$ cat src/design/llrp_pkg.sv
// Shared types and constants for the laser line row peak extractor.
// No dependencies; imported by every design module.
package llrp_pkg;

	localparam int unsigned BOXES_MAX = 3;
	localparam int unsigned STEP_MAX = 16;
	localparam int unsigned COL_W = 12;
	localparam int unsigned ROW_W = 12;
	localparam int unsigned CNT_W = 13;
	localparam int unsigned BOUNDS_W = 48;
	localparam logic [CNT_W-1:0] COUNT_MAX = 13'd8191;

	localparam logic [BOUNDS_W-1:0] BOX0_RESET = 48'd38849673651455;
	localparam logic [BOUNDS_W-1:0] BOX1_RESET = 48'd38849673641210;
	localparam logic [BOUNDS_W-1:0] BOX2_RESET = 48'd38848499228310;
	localparam logic [CNT_W-1:0] MIN_ROWS_RESET = 13'd400;
	localparam logic [4:0] STEP_RESET = 5'd1;

	typedef enum logic [2:0] {
		REG_BOX0 = 3'd0,
		REG_BOX1 = 3'd1,
		REG_BOX2 = 3'd2,
		REG_MIN_ROWS = 3'd3,
		REG_ROW_STEP = 3'd4,
		REG_FRAME_STEP = 3'd5
	} reg_idx_t;

	typedef struct packed {
		logic active;
		logic searched;
		logic [ROW_W-1:0] row;
		logic [COL_W-1:0] col;
	} frame_state_t;

	typedef struct packed {
		logic go;
		logic active;
		logic searched;
		logic rend;
		logic fend;
		logic [COL_W-1:0] col;
	} box_cmd_t;

	typedef struct packed {
		logic found;
		logic [COL_W-1:0] col;
		logic enough;
	} box_res_t;

	// 0 acts as 1, above 16 acts as 16
	function automatic logic [4:0] clamp_step(input logic [4:0] s);
		logic [4:0] r;
		if (s == 5'd0) begin
			r = 5'd1;
		end else if (s > 5'd16) begin
			r = 5'd16;
		end else begin
			r = s;
		end
		return r;
	endfunction

endpackage

$ cat src/design/llrp_frame_ctl.sv
// Frame phase, row and column counters, and row search selection.
// Depends on llrp_pkg.
module llrp_frame_ctl #(
	parameter int unsigned COL_LAST = 4095,
	parameter int unsigned ROW_LAST = 4095
) (
	input  logic                  clk,
	input  logic                  arst_n,
	input  logic                  go,
	input  logic                  rend,
	input  logic                  fend,
	input  logic [4:0]            row_step,
	input  logic [4:0]            frame_step,
	output llrp_pkg::frame_state_t st
);
	import llrp_pkg::*;

	logic [3:0] phase_q;
	logic [ROW_W-1:0] row_q;
	logic [COL_W-1:0] col_q;
	logic [3:0] mod_q [STEP_MAX];
	logic [4:0] fstep;
	logic [4:0] rsel;
	logic [4:0] phase_inc;
	logic [3:0] phase_next;

	assign fstep = clamp_step(frame_step);
	assign rsel = clamp_step(row_step) - 5'd1;
	assign phase_inc = {1'b0, phase_q} + 5'd1;
	assign phase_next = (phase_inc >= fstep) ? 4'd0 : phase_inc[3:0];

	assign st.active = (phase_q == 4'd0);
	assign st.searched = (mod_q[rsel[3:0]] == 4'd0);
	assign st.row = row_q;
	assign st.col = col_q;

	always_ff @(posedge clk or negedge arst_n) begin
		if (!arst_n) begin
			phase_q <= '0;
			row_q <= '0;
			col_q <= '0;
			for (int k = 0; k < STEP_MAX; k++) mod_q[k] <= '0;
		end else if (go && fend) begin
			phase_q <= phase_next;
			row_q <= '0;
			col_q <= '0;
			for (int k = 0; k < STEP_MAX; k++) mod_q[k] <= '0;
		end else if (go && st.active) begin
			if (rend) begin
				col_q <= '0;
				if (row_q < ROW_W'(ROW_LAST)) begin
					row_q <= row_q + 1'b1;
					for (int k = 0; k < STEP_MAX; k++) begin
						mod_q[k] <= (mod_q[k] == 4'(k)) ? 4'd0 : mod_q[k] + 4'd1;
					end
				end
			end else if (col_q < COL_W'(COL_LAST)) begin
				col_q <= col_q + 1'b1;
			end
		end
	end

endmodule

$ cat src/design/llrp_box_track.sv
// One threshold box: in-box test, running row peak and per-frame row count.
// Depends on llrp_pkg.
module llrp_box_track (
	input  logic                                clk,
	input  logic                                arst_n,
	input  logic [llrp_pkg::BOUNDS_W-1:0]       bounds,
	input  logic [llrp_pkg::CNT_W-1:0]          min_rows,
	input  logic [7:0]                          hue,
	input  logic [7:0]                          saturation,
	input  logic [7:0]                          brightness,
	input  llrp_pkg::box_cmd_t                  cmd,
	output llrp_pkg::box_res_t                  res
);
	import llrp_pkg::*;

	logic [7:0] best_q;
	logic [COL_W-1:0] best_col_q;
	logic seen_q;
	logic [CNT_W-1:0] rows_q;
	logic [CNT_W-1:0] rows_next;
	logic in_box;
	logic hit;
	logic found;
	logic [COL_W-1:0] col_now;

	assign in_box = (hue >= bounds[47:40]) && (hue <= bounds[39:32]) &&
		(saturation >= bounds[31:24]) && (saturation <= bounds[23:16]) &&
		(brightness >= bounds[15:8]) && (brightness <= bounds[7:0]);
	assign hit = cmd.searched && in_box && (brightness > best_q);
	assign col_now = hit ? cmd.col : best_col_q;
	assign found = cmd.searched && (seen_q || hit);
	assign rows_next = (found && rows_q != COUNT_MAX) ? rows_q + 1'b1 : rows_q;

	assign res.found = found;
	assign res.col = found ? col_now : '0;
	assign res.enough = (rows_next >= min_rows);

	always_ff @(posedge clk or negedge arst_n) begin
		if (!arst_n) begin
			best_q <= '0;
			best_col_q <= '0;
			seen_q <= 1'b0;
			rows_q <= '0;
		end else if (cmd.go) begin
			if (cmd.active) begin
				if (cmd.rend) begin
					best_q <= '0;
					best_col_q <= '0;
					seen_q <= 1'b0;
					rows_q <= cmd.fend ? '0 : rows_next;
				end else if (hit) begin
					best_q <= brightness;
					best_col_q <= cmd.col;
					seen_q <= 1'b1;
				end
			end else if (cmd.fend) begin
				best_q <= '0;
				best_col_q <= '0;
				seen_q <= 1'b0;
			end
		end
	end

endmodule

$ cat src/design/laser_line_row_peak_extractor.sv
// Laser line row peak extractor: input register, per-box peak trackers, result register.
// A row result passes the input register, then the result register. Throughput: 1 pixel
// per cycle, set by the single compare-and-update pass, unless a stalled result holds input.
// A stalled result holds only pixels that end a row; other pixels keep flowing.
// Reset (arst_n low) restores default registers and clears counters, peaks and valids.
// Depends on llrp_pkg, llrp_frame_ctl, llrp_box_track.
module laser_line_row_peak_extractor #(
	parameter int unsigned MAX_COLUMNS = 4096,
	parameter int unsigned MAX_ROWS = 4096,
	parameter int unsigned BOX_COUNT = 3
) (
	input  logic                             clk,
	input  logic                             arst_n,
	input  logic                             cfg_we,
	input  logic [2:0]                       cfg_index,
	input  logic [llrp_pkg::BOUNDS_W-1:0]    cfg_data,
	input  logic                             in_valid,
	output logic                             in_stall,
	input  logic [7:0]                       hue,
	input  logic [7:0]                       saturation,
	input  logic [7:0]                       brightness,
	input  logic                             row_end,
	input  logic                             frame_end,
	output logic                             out_valid,
	input  logic                             out_stall,
	output logic [llrp_pkg::ROW_W-1:0]       row_index,
	output logic [llrp_pkg::COL_W-1:0]       peak_col_0,
	output logic                             found_0,
	output logic [llrp_pkg::COL_W-1:0]       peak_col_1,
	output logic                             found_1,
	output logic [llrp_pkg::COL_W-1:0]       peak_col_2,
	output logic                             found_2,
	output logic [1:0]                       chosen_box,
	output logic                             enough_rows,
	output logic                             last_of_frame
);
	import llrp_pkg::*;

	localparam int unsigned COL_LAST = (MAX_COLUMNS < 4096) ? MAX_COLUMNS - 1 : 4095;
	localparam int unsigned ROW_LAST = (MAX_ROWS < 4096) ? MAX_ROWS - 1 : 4095;

	logic [BOUNDS_W-1:0] bounds_q [BOXES_MAX];
	logic [CNT_W-1:0] min_rows_q;
	logic [4:0] row_step_q;
	logic [4:0] frame_step_q;

	logic s1_valid_q;
	logic [7:0] hue_s1, sat_s1, bri_s1;
	logic rend_s1, fend_s1;

	logic out_valid_q;
	logic [ROW_W-1:0] row_q;
	logic [COL_W-1:0] col_q [BOXES_MAX];
	logic [BOXES_MAX-1:0] found_q;
	logic [1:0] chosen_q;
	logic enough_q;
	logic last_q;

	frame_state_t st;
	box_cmd_t cmd;
	box_res_t res [BOXES_MAX];
	logic out_free, makes_result, go, in_acc;
	logic [1:0] chosen;
	logic enough;

	// configuration
	always_ff @(posedge clk or negedge arst_n) begin
		if (!arst_n) begin
			bounds_q[0] <= BOX0_RESET;
			bounds_q[1] <= BOX1_RESET;
			bounds_q[2] <= BOX2_RESET;
			min_rows_q <= MIN_ROWS_RESET;
			row_step_q <= STEP_RESET;
			frame_step_q <= STEP_RESET;
		end else if (cfg_we) begin
			case (cfg_index)
				REG_BOX0: bounds_q[0] <= cfg_data;
				REG_BOX1: bounds_q[1] <= cfg_data;
				REG_BOX2: bounds_q[2] <= cfg_data;
				REG_MIN_ROWS: min_rows_q <= cfg_data[CNT_W-1:0];
				REG_ROW_STEP: row_step_q <= cfg_data[4:0];
				REG_FRAME_STEP: frame_step_q <= cfg_data[4:0];
				default: ;
			endcase
		end
	end

	// handshake
	assign out_free = !out_valid_q || !out_stall;
	assign makes_result = st.active && rend_s1;
	assign go = s1_valid_q && (!makes_result || out_free);
	assign in_stall = s1_valid_q && !go;
	assign in_acc = in_valid && !in_stall;

	always_ff @(posedge clk or negedge arst_n) begin
		if (!arst_n) begin
			s1_valid_q <= 1'b0;
		end else if (in_acc) begin
			s1_valid_q <= 1'b1;
		end else if (go) begin
			s1_valid_q <= 1'b0;
		end
	end

	always_ff @(posedge clk) begin
		if (in_acc) begin
			hue_s1 <= hue;
			sat_s1 <= saturation;
			bri_s1 <= brightness;
			rend_s1 <= row_end | frame_end;
			fend_s1 <= frame_end;
		end
	end

	llrp_frame_ctl #(
		.COL_LAST(COL_LAST),
		.ROW_LAST(ROW_LAST)
	) u_frame_ctl (
		.clk(clk),
		.arst_n(arst_n),
		.go(go),
		.rend(rend_s1),
		.fend(fend_s1),
		.row_step(row_step_q),
		.frame_step(frame_step_q),
		.st(st)
	);

	assign cmd.go = go;
	assign cmd.active = st.active;
	assign cmd.searched = st.searched;
	assign cmd.rend = rend_s1;
	assign cmd.fend = fend_s1;
	assign cmd.col = st.col;

	for (genvar k = 0; k < BOXES_MAX; k++) begin : g_box
		if (k < BOX_COUNT) begin : g_on
			llrp_box_track u_box (
				.clk(clk),
				.arst_n(arst_n),
				.bounds(bounds_q[k]),
				.min_rows(min_rows_q),
				.hue(hue_s1),
				.saturation(sat_s1),
				.brightness(bri_s1),
				.cmd(cmd),
				.res(res[k])
			);
		end else begin : g_off
			assign res[k] = '0;
		end
	end

	// frame verdict: first box with enough rows, else the last box
	always_comb begin
		chosen = 2'(BOX_COUNT - 1);
		enough = 1'b0;
		for (int k = BOX_COUNT - 1; k >= 0; k--) begin
			if (res[k].enough) begin
				chosen = 2'(k);
				enough = 1'b1;
			end
		end
	end

	always_ff @(posedge clk or negedge arst_n) begin
		if (!arst_n) begin
			out_valid_q <= 1'b0;
		end else if (go && makes_result) begin
			out_valid_q <= 1'b1;
		end else if (!out_stall) begin
			out_valid_q <= 1'b0;
		end
	end

	always_ff @(posedge clk) begin
		if (go && makes_result) begin
			row_q <= st.row;
			for (int k = 0; k < BOXES_MAX; k++) begin
				col_q[k] <= res[k].col;
				found_q[k] <= res[k].found;
			end
			chosen_q <= fend_s1 ? chosen : 2'd0;
			enough_q <= fend_s1 & enough;
			last_q <= fend_s1;
		end
	end

	assign out_valid = out_valid_q;
	assign row_index = row_q;
	assign peak_col_0 = col_q[0];
	assign found_0 = found_q[0];
	assign peak_col_1 = col_q[1];
	assign found_1 = found_q[1];
	assign peak_col_2 = col_q[2];
	assign found_2 = found_q[2];
	assign chosen_box = chosen_q;
	assign enough_rows = enough_q;
	assign last_of_frame = last_q;

	a_stall_needs_item: assert property (@(posedge clk) disable iff (!arst_n)
		in_stall |-> s1_valid_q && out_valid_q)
		else $error("input stalled without a blocked result");

	a_verdict_only_at_end: assert property (@(posedge clk) disable iff (!arst_n)
		out_valid && !last_of_frame |-> chosen_box == 2'd0 && !enough_rows)
		else $error("frame verdict on a row that is not the last");

	a_chosen_range: assert property (@(posedge clk) disable iff (!arst_n)
		out_valid |-> chosen_box != 2'd3)
		else $error("chosen box out of range");

	a_no_lost_result: assert property (@(posedge clk) disable iff (!arst_n)
		out_valid && out_stall |=> out_valid)
		else $error("stalled result dropped");

endmodule

$ cat config.mk
export PLATFORM = sky130hd
export DESIGN_NAME = laser_line_row_peak_extractor
export DESIGN_NICKNAME = d
export VERILOG_FILES = /design/src/design/llrp_pkg.sv /design/src/design/llrp_frame_ctl.sv /design/src/design/llrp_box_track.sv /design/src/design/laser_line_row_peak_extractor.sv
export SDC_FILE = /design/constraint.sdc
export NUM_CORES = 1
export LEC_CHECK = 0
export ABC_AREA = 1
export BUFFER_PORTS_ARGS = -buffer_cell sky130_fd_sc_hd__buf_2
export CAP_MARGIN = 30
export CORE_MARGIN = 8
export CORE_UTILIZATION = 45
export CTS_BUF_LIST = sky130_fd_sc_hd__clkbuf_2 sky130_fd_sc_hd__clkbuf_4 sky130_fd_sc_hd__clkbuf_8
export CTS_CLUSTER_SIZE = 12
export DETAILED_ROUTE_END_ITERATION = 8
export PLACE_DENSITY = 0.67
export SETUP_SLACK_MARGIN = 0.05
export SYNTH_ARGS = -nofsm -noshare
export SYNTH_HDL_FRONTEND = slang
export SYNTH_SLANG_ARGS = --single-unit
$ cat constraint.sdc
create_clock -name clk -period 4.5 [get_ports clk]
set_clock_uncertainty 0.05 [all_clocks]
set_input_delay 0.225 -clock clk [delete_from_list [all_inputs] [get_ports clk]]
set_output_delay 0.225 -clock clk [all_outputs]
set_load 0.005 [all_outputs]
# ---- Word-level counts from Yosys, hierarchy flattened
# Memory sizes are Yosys's and may differ from the RTL's.
# Cells that the tools add are included.
dict set report word_totals {
  mem_bits_rw 36
  out_inout_bits 57
  mem_count 1
  wordCells 289
  inputBits 82
  regBits 408
}
dict set report classes {
  n_bitwise 4
  magnitude_cmp 30
  muxes 85
  n_reduce_logical 70
  n_addsub 23
  n_eq_ne 27
}
# name words width read_ports rd_ports_with_merged_regs wr line_no
set memory_table {}
lappend memory_table {col_q 3 12 3 0 3 laser_line_row_peak_extractor.sv:53} ;# logic [COL_W-1:0] col_q [BOXES_MAX];
# op count
set ops {}
lappend ops {{64-bit two-way mux} 4}
lappend ops {{12-bit two-way mux} 21}
lappend ops {{4-bit two-way mux} 21}
lappend ops {{8-bit two-way mux} 10}
lappend ops {{13-bit two-way mux} 6}
lappend ops {{8-bit >= comparator} 9}
lappend ops {{8-bit <= comparator} 9}
lappend ops {{4-bit by 1-bit adder with 4-bit output (second input constant)} 16}
lappend ops {{13-bit by 1-bit adder with 13-bit output (second input constant)} 3}
lappend ops {{13-bit >= comparator} 3}
lappend ops {{13-bit inequality test (second input constant)} 3}
lappend ops {{1-bit logical AND} 34}
lappend ops {{4-bit == test (second input constant)} 8}
lappend ops {{12-bit by 1-bit adder with 12-bit output (second input constant)} 2}
lappend ops {{8-bit greater-than comparator} 3}
lappend ops {{12-bit less-than comparator (second input constant)} 2}
lappend ops {{1-bit two-way mux} 19}
lappend ops {{4-bit binary-select mux with 4-bit select} 1}
lappend ops {{4-bit by 3-bit == test with 1-bit output (second input constant)} 4}
lappend ops {{2-bit AND reduction} 8}
lappend ops {{3-bit AND reduction} 5}
lappend ops {{4-bit zero test} 3}
lappend ops {{5-bit greater-than comparator (second input constant)} 2}
lappend ops {{5-bit zero test} 2}
lappend ops {{other kinds (23)} 41}

# ---- Depth between registers and ports, before layout
# Gate-level depths: netlist of the first run.
dict set report depth {
  depth_word 20
  mapped_depth 32
  depth_no_buf 30
}

# ---- Cells and area by module
# From an unflattened synthesis of the first run, not the netlist that was laid out.
dict set report unflattened {
  cells_unflattened 3317
  hier_area_um2 26729.4
}
# module cells_per_inst area_per_inst_um2 instances
set modules_own_cells {}
lappend modules_own_cells {llrp_box_track 570 3846.2 3}
lappend modules_own_cells {laser_line_row_peak_extractor 829 9236.4 1}
lappend modules_own_cells {llrp_frame_ctl 778 5954.5 1}

# ---- Worst setup path after synthesis of the first run
# OpenSTA, ideal clock, no wires.
dict set report synth_path {
  path_type {register to register}
  startpoint {register row_step_q[1]}
  endpoint {register enough_q (netlist: enough_rows) (data pin)}
  slack_ns 0.614
  path_buffers 2
  path_stages_with_launch 30
  arrival_time_ns 3.576
  setup_ns 0.259
  path_cell_list {dfrtp_1 nor2_2 nand2_1 nand2_1 nand2_2 ha_1 inv_1 nor3_1 nand3_1 a31oi_1 nand2_1 nand2_1 inv_1 nand2_2 nand2_4 inv_6 buf_6 buf_8 nand4_1 nand2_1 inv_1 ha_1 a21oi_1 o21ai_0 a21oi_1 nor2_1 o21ai_0 o311ai_0 nor2_1 a21oi_1}
}
dict set report synth_between {
  elab_chain_len 20
}
# item line_no
set synth_rtl {}
lappend synth_rtl {{from (decl)} laser_line_row_peak_extractor.sv:44} ;# logic [4:0] row_step_q;
lappend synth_rtl {{from (signal assigned)} laser_line_row_peak_extractor.sv:81} ;# REG_ROW_STEP: row_step_q <= cfg_data[4:0];
lappend synth_rtl {{5-bit greater-than comparator} llrp_pkg.sv:55} ;# end else if (s > 5'd16) begin
lappend synth_rtl {{4-bit two-way mux} llrp_pkg.sv:55}
lappend synth_rtl {{4-bit two-way mux *} llrp_pkg.sv:53} ;# if (s == 5'd0) begin
lappend synth_rtl {{4-bit by 1-bit subtractor with 4-bit output *} llrp_frame_ctl.sv:28} ;# assign rsel = clamp_step(row_step) - 5'd1;
lappend synth_rtl {{4-bit inverter with 5-bit output (not written as such) *} llrp_frame_ctl.sv:33} ;# assign st.searched = (mod_q[rsel[3:0]] == 4'd0);
lappend synth_rtl {{4-bit binary-select mux with 4-bit select *} llrp_frame_ctl.sv:33}
lappend synth_rtl {{4-bit two-way mux (not written as such) * (2 in a row)} llrp_frame_ctl.sv:33}
lappend synth_rtl {{4-bit zero test *} llrp_frame_ctl.sv:33}
lappend synth_rtl {{1-bit logical AND (2 in a row)} llrp_box_track.sv:29} ;# assign hit = cmd.searched && in_box && (brightness > best_q);
lappend synth_rtl {{1-bit logical OR} llrp_box_track.sv:31} ;# assign found = cmd.searched && (seen_q || hit);
lappend synth_rtl {{1-bit logical AND} llrp_box_track.sv:31}
lappend synth_rtl {{1-bit logical AND} llrp_box_track.sv:32} ;# assign rows_next = (found && rows_q != COUNT_MAX) ? rows_q + 1'b1 : rows_q;
lappend synth_rtl {{13-bit two-way mux} llrp_box_track.sv:32}
lappend synth_rtl {{13-bit >= comparator} llrp_box_track.sv:36} ;# assign res.enough = (rows_next >= min_rows);
lappend synth_rtl {{1-bit two-way mux (2 in a row)} laser_line_row_peak_extractor.sv:159} ;# if (res[k].enough) begin
lappend synth_rtl {{1-bit two-way mux *} laser_line_row_peak_extractor.sv:159}
lappend synth_rtl {{1-bit AND *} laser_line_row_peak_extractor.sv:184} ;# enough_q <= fend_s1 & enough;
lappend synth_rtl {{to (signal assigned)} laser_line_row_peak_extractor.sv:184}
lappend synth_rtl {{to (decl)} laser_line_row_peak_extractor.sv:56} ;# logic enough_q;
# Every way passes the cells marked *; elsewhere a longest branch is shown, timed or not. The select of a mux whose other input is x is not followed.
# A chain may end at the register's enable or synchronous reset.

# ---- Final worst setup path of the first run
dict set report layout_path {
  startpoint {register bri_s1[5]}
  endpoint {register enough_q (netlist: enough_rows) (data pin)}
}
dict set report layout_between {
  elab_chain_len 14
}
# item line_no
set layout_rtl {}
lappend layout_rtl {{from (decl)} laser_line_row_peak_extractor.sv:48} ;# logic [7:0] hue_s1, sat_s1, bri_s1;
lappend layout_rtl {{from (signal assigned)} laser_line_row_peak_extractor.sv:109} ;# bri_s1 <= brightness;
lappend layout_rtl {{8-bit >= comparator} llrp_box_track.sv:28} ;# (brightness >= bounds[15:8]) && (brightness <= bounds[7:0]);
lappend layout_rtl {{1-bit logical AND} llrp_box_track.sv:27} ;# (saturation >= bounds[31:24]) && (saturation <= bounds[23:16]) &&
lappend layout_rtl {{1-bit logical AND} llrp_box_track.sv:28}
lappend layout_rtl {{1-bit logical AND (2 in a row)} llrp_box_track.sv:29}
lappend layout_rtl {{1-bit logical OR} llrp_box_track.sv:31}
lappend layout_rtl {{1-bit logical AND} llrp_box_track.sv:31}
lappend layout_rtl {{1-bit logical AND} llrp_box_track.sv:32}
lappend layout_rtl {{13-bit two-way mux} llrp_box_track.sv:32}
lappend layout_rtl {{13-bit >= comparator} llrp_box_track.sv:36}
lappend layout_rtl {{1-bit two-way mux (2 in a row)} laser_line_row_peak_extractor.sv:159}
lappend layout_rtl {{1-bit two-way mux *} laser_line_row_peak_extractor.sv:159}
lappend layout_rtl {{1-bit AND *} laser_line_row_peak_extractor.sv:184}
# Every way passes the cells marked *; elsewhere a longest branch is shown, timed or not.

==> flow_summary_export.csv, run 1 <==
group,metric,value,unit
floorplan,die_area,64200,sq um
place,placed_area,27000,sq um
clock_tree,cts_max_path_buffers,3,
min_path,min-delay-start,"cfg_index[1]",
sta,setup_violations,0,
sta,min_period,4.09,ns
power_and_ir_drop,p_leak,14.7,nW
critical_path,reg2reg_from,"bri_s1[5]$_DFFE_PP_",
clock_tree,cts_tree,"done",
yosys,synth_nets,3405,
detailed_routing,wirelength,63000,um
yosys,syn_avg_cell_area,8.20,sq um
clock_tree,cts_buffers,81,
critical_path,crit_arrival,4.43,ns
clock_tree,htree_num_levels,3,
critical_path,reg2regPathDepth,24,
sta,fin_tns_setup,0,ns
floorplan,core-area,56100,sq um
layout,regArea,11600,sq um
critical_path,critical_path_peak_fanout,13,
run_status,status,"complete, no violations",
layout,final.fill_count,5234,
detailed_routing,via_per_inst,5.00,
sta,worstMarginPinSlew,0.978,ns
yosys,yosys_most_used_dff,"dfrtp_1",
floorplan,initial_core_util,0.452,
critical_path,crit_type,"reg -> reg",
yosys,synth_cells,3091,
floorplan,io_pins,139,
sta,maxSlewViolCount,0,
layout,final_cell_mix,"816 x nand2_1, 502 x inv_1, 274 x dfrtp_1, 267 x o21ai_0, 231 x ha_1",
layout,multi_input_area,11500,sq um
grt,overflow,0,
floorplan,die_x,253,um
layout,areaGrowthSynthToFinish,17.2,%
critical_path,crit_required,4.84,ns
layout,post-route-cell-area,29700,sq um
power_and_ir_drop,power.density,448,nW/um^2
yosys,synth-seq-cells,444,
sta,fmax,0.245,GHz
layout,fin_nets,3661,
place,routabilityCongestion,0.933,
grt,grt_max_degree,109,
grt,grt_pass1_wl,104000,um
layout,stdcell_count,4174,
place,hpwl,43900,um
grt,grt_use_total,0.198,
yosys,yosysWarnings,0,
yosys,post_synth_num_cell_types,56,
flow_run,maxCapViolations,0,
sta,hold_viol,0,
clock_tree,clkSlewWorstSetupHoldPaths,0.06,ns
detailed_routing,vias,20869,
clock_tree,clock-root-buffer,"clkbuf_8",
sta,rsz0062_at_grt,"no",
detailed_routing,drt_iter0_markers,1487,
grt,antenna_found_initial,4,
clock_tree,clock-sinks,444,
layout,drive_gt1_frac,0.133,
yosys,async_flop_share,0.818,
layout,final_common_cell,"nand2_1",
detailed_routing,ant_nets,0,
grt,first_global_vias,20559,
detailed_routing,drc,0,
sta,maxSlewHeadroom,0.348,
yosys,synthesis.area,25400,sq um
floorplan,rows,87,
yosys,ys_seq_area_frac,0.459,
power_and_ir_drop,peakVddDrop,315,uV
place,place_inst,3932,
yosys,synth_edf_count,81,
clock_tree,insertion_delay,0.68,ns
min_path,worstHoldPathCells,3,
floorplan,die_y,253,um
detailed_routing,wl_per_cell,15.1,um
detailed_routing,dr.pass1.iters,5,
critical_path,start_kind,"register",
min_path,hp-class,"in -> reg",
critical_path,end_kind,"register",
sta,min_period_over_period,0.908,
critical_path,startpoint,"bri_s1[5]$_DFFE_PP_",
place,io_buffer_count,138,
## worst max-delay path, cell delays in order (launching register included)
cell and delay (ns):
edfxtp_1 0.61, ha_1 0.39, a21o_1 0.17, a21oi_1 0.13, nand2_1 0.07, nand2_1 0.08
nand3_1 0.10, nor2_1 0.12, nand2_1 0.16, nand2_1 0.20, buf_4 0.25, nand4_1 0.13
and2_1 0.16, ha_1 0.32, a21oi_1 0.15, o21a_1 0.13, o31ai_1 0.07, nand2_1 0.06
o211ai_1 0.08, nand2_1 0.06, nand2_1 0.04, nand2_1 0.05, nand2_1 0.07, nor2_1 0.10
a21oi_1 0.06
## cells in the mapped netlist, drive strengths merged, types with 5 or more instances
library cell / number / area share
a211oi: 9 / 0.0027
nand2: 828 / 0.12
o21a: 17 / 0.0050
dfstp: 89 / 0.092
a22o: 5 / 0.0017
o22ai: 18 / 0.0044
clkbuf: 54 / 0.0080
a31oi: 9 / 0.0022
edfxtp: 81 / 0.096
xor2: 42 / 0.015
nand4: 63 / 0.018
buf: 29 / 0.0066
dfrtp: 274 / 0.27
nand3: 168 / 0.034
a21o: 11 / 0.0033
and2: 14 / 0.0035
o21ai: 279 / 0.055
nor4: 11 / 0.0027
ha: 232 / 0.11
a21oi: 123 / 0.024
nor2: 152 / 0.024
inv: 507 / 0.075
nor3: 44 / 0.0087
## power by group
part,switching (W),leakage (nW),total (W),internal [W]
logic,0.00241,8.30,0.00372,0.00131
registers,0.000420,5.40,0.00527,0.00485
clock network,0.00180,0.963,0.00432,0.00252
total,0.00463,14.7,0.0133,0.00867
## through the flow
step | util | power, W | setup slack (ns) | hold WS [ns]
after global placement | 0.480 | 0.00878 | 0.225 | 0.318
after CTS | 0.528 | 0.0133 | 0.155 | 0.00443
after detailed placement | 0.481 | 0.00887 | 0.160 | 0.301
after global routing | 0.530 | 0.0142 | 0.0631 | 0.0612
after floorplan | - | 0.00777 | 0.614 | -0.121
final | 0.530 | 0.0133 | 0.412 | 0.0675
## cell type report
cell class / instances / area share
sequential: 444 / 0.391
multi-input combinational: 2055 / 0.387
inverter: 509 / 0.0648
timing repair buffer: 255 / 0.0625
clock buffer: 114 / 0.0492
tap: 756 / 0.0318
clock inverter: 38 / 0.0129
timing repair inverter: 1 / 0.000295
antenna: 2 / 0.000168
## kinds of logic (layout without fill, tap and decap cells)
group,after synthesis,count (layout),synth area share
AOI/OAI and AO/OA,495,495,0.107
and+or+nand+nor,1284,1284,0.215
adders and majority gates,232,232,0.114
buffers and inverters,592,917,0.0902
other,0,2,0
DFF,444,444,0.459
xor gates and xnor gates,44,44,0.0152
## final timing paths
kind	to	slack, ns
max in group asynchronous	u_frame_ctl.mod_q[31]$_DFFE_PN0P_	2.92
setup reg to reg	enough_rows$_DFFE_PP_	0.41
hold / removal	bounds_q[18]$_DFFE_PN1P_	0.07
hold reg to reg	row_index[11]$_DFFE_PP_	0.41
min in group asynchronous	bounds_q[73]$_DFFE_PN0P_	0.23
setup / recovery	enough_rows$_DFFE_PP_	0.41
## routing by layer
layer,track usage,share of wire
met5,0,0
met4,0.0621,0.024
met3,0.0346,0.051
met2,0.315,0.45
met1,0.272,0.47
## what timing repair did
item	in CTS	in global routing
setup endpoints to repair	0	3
setup buffers	0	10
endpoints found under the hold margin	244	0
resized for setup	0	11
hold buffers	77	0
## sequential cells by signal, summed over array words and instances, names as in the netlist, 13 cells and up
| signal | cells |
|---|---|
| g_box.g_on.u_box.rows_q | 39 |
| u_frame_ctl.mod_q | 64 |
| g_box.g_on.u_box.best_col_q | 36 |
| bounds_q | 144 |
| col_q | 36 |
| min_rows_q | 13 |
| g_box.g_on.u_box.best_q | 24 |
Note: power is estimated with default switching activity, not from simulation.
==> inputs of run 2 (changes only) <==
==> constraint.sdc (replaced) <==
create_clock -name clk -period 4.9 [get_ports clk]
set_clock_uncertainty 0.05 [all_clocks]
set_input_delay 0.245 -clock clk [delete_from_list [all_inputs] [get_ports clk]]
set_output_delay 0.245 -clock clk [all_outputs]
set_load 0.005 [all_outputs]
==> run 2 against run 1 <==
Net effect: maximum frequency down 5.4%; utilization down 0.41 points; worst setup slack better by 0.17 ns; critical path depth up 5; sequential power down 8.3%; combinational power down 12%; critical endpoint unchanged.
==> flow_summary_export.csv, run 2 (synthesized netlist as in run 1, its figures left out) <==
group,metric,value,unit
layout,top_regs,"bounds_q (144), u_frame_ctl.mod_q (64), g_box.g_on.u_box.rows_q (39)",
floorplan,io_pins,139,
critical_path,crit_required,5.25,ns
critical_path,crit_arrival,4.68,ns
detailed_routing,wl_per_cell,14.9,um
sta,rsz0062_at_grt,"no",
detailed_routing,wirelength,62100,um
detailed_routing,via_per_inst,4.99,
critical_path,start_kind,"register",
run_status,status,"complete, no violations",
clock_tree,cts_buffers,80,
floorplan,die_y,253,um
critical_path,critical_path_peak_fanout,38,
clock_tree,cts_max_path_buffers,3,
sta,fin_tns_setup,0,ns
layout,largest_register_ffs,144,
floorplan,die_x,253,um
critical_path,crit_type,"reg -> reg",
detailed_routing,drc,0,
clock_tree,clock-root-buffer,"clkbuf_8",
place,io_buffer_count,138,
layout,areaGrowthSynthToFinish,16.3,%
clock_tree,clkSlewWorstSetupHoldPaths,0.06,ns
sta,maxSlewViolCount,0,
detailed_routing,vias,20751,
layout,drive_gt1_frac,0.130,
flow_run,maxCapViolations,0,
sta,fmax,0.231,GHz
clock_tree,clock-sinks,444,
detailed_routing,dr.pass1.iters,6,
detailed_routing,met2_length,28400,um
critical_path,end_kind,"register",
place,routabilityCongestion,0.910,
detailed_routing,drt_iter0_markers,1477,
min_path,hp-class,"in -> reg",
place,hpwl,43600,um
sta,min_period_over_period,0.882,
grt,first_global_vias,20206,
floorplan,die_area,64200,sq um
grt,overflow,0,
sta,setup_violations,0,
power_and_ir_drop,peakVddDrop,233,uV
clock_tree,insertion_delay,0.66,ns
sta,min_period,4.32,ns
sta,worstMarginPinSlew,0.969,ns
critical_path,max_stage_delay,0.42,ns
sta,maxSlewHeadroom,0.354,
detailed_routing,ant_nets,0,
grt,grt_pass1_wl,103000,um
layout,largest_register,"bounds_q",
layout,final_common_cell,"nand2_1",
clock_tree,cts_tree,"done",
sta,fin_worst_hold_slack,0.0484,ns
grt,antenna_found_initial,1,
power_and_ir_drop,power.density,406,nW/um^2
grt,grt_max_degree,126,
power_and_ir_drop,p_leak,14.6,nW
detailed_routing,wl_met3,3390,um
floorplan,core-area,56100,sq um
critical_path,cpMostUsedCell,"nand2_1",
grt,grt_use_total,0.195,
floorplan,rows,87,
sta,hold_viol,0,
layout,final_cell_mix,"815 x nand2_1, 503 x inv_1, 274 x dfrtp_1, 267 x o21ai_0, 232 x ha_1",
detailed_routing,m1WireLength,29100,um
layout,fin_nets,3649,
floorplan,initial_core_util,0.452,
clock_tree,htree_num_levels,3,
detailed_routing,highest_layer,"met4",
critical_path,cp_slowest_cell,"dfrtp_1",
run 2: stage by stage:
step / utilization / area (sq um) / power, W / worst slack, ns / instances
2_1_floorplan: - / 25400 / 0.00714 / 1.01 / 3091
3_5_place_dp: 0.480 / 26900 / 0.00812 / 0.412 / 3929
6_report: 0.526 / 29500 / 0.0120 / 0.577 / 4160
5_1_grt: 0.526 / 29500 / 0.0128 / 0.115 / 4160
3_3_place_gp: 0.479 / 26900 / 0.00806 / 0.460 / 3928
4_1_cts: 0.525 / 29400 / 0.0121 / 0.389 / 4155
run 2: final cells by class:
cell class,instances,area (sq um)
inverter,509,1920
clock inverter,31,309
antenna,1,2.50
sequential,444,11600
fill,5256,26600
tap,756,946
multi-input combinational,2055,11500
clock buffer,119,1470
timing repair buffer,245,1730
run 2: final timing paths:
| check | cells after the start | start | end | slack, ns |
|---|---|---|---|---|
| max | 29 | row_step_q[1]$_DFFE_PN0P_ | enough_rows$_DFFE_PP_ | 0.58 |
| min | 3 | cfg_data[0] | min_rows_q[0]$_DFFE_PN0P_ | 0.05 |
| max reg2reg | 29 | row_step_q[1]$_DFFE_PN0P_ | enough_rows$_DFFE_PP_ | 0.58 |
| min reg2reg | 0 | u_frame_ctl.row_q[11]$_DFFE_PN0P_ | row_index[11]$_DFFE_PP_ | 0.42 |
| max in group asynchronous | 3 | arst_n | g_box[0].g_on.u_box.best_q[4]$_DFFE_PN0P_ | 3.32 |
| min in group asynchronous | 2 | arst_n | u_frame_ctl.mod_q[12]$_DFFE_PN0P_ | 0.16 |
run 2: power breakdown:
group          switching, W  internal (W)
Sequential         0.000381       0.00445
Combinational       0.00216       0.00113
Clock               0.00163       0.00221
run 2: routing by layer:
| metal | track usage | vias up |
|---|---|---|
| met5 | 0 | - |
| li1 | - | 10549 |
| met1 | 0.265 | 9614 |
| met4 | 0.0528 | 0 |
| met3 | 0.0369 | 101 |
| met2 | 0.317 | 487 |
run 2: worst max-delay path, delay by kind of cell, from the launching register on:
family,cells,cell delay [ns]
AND/OR/NAND/NOR,18,1.82
adder cells (fa/ha/maj),2,0.73
AO/OA/AOI/OAI,6,0.65
flip-flops,1,0.42
buffers and inverters,3,0.40
run 2: timing repair:
action | 4_1_cts | 5_1_grt
setup buffers | 0 | 3
endpoints found under the setup margin | 0 | 3
hold buffers | 76 | 0
endpoints found under the hold margin | 271 | 0
gates resized for setup | 0 | 4
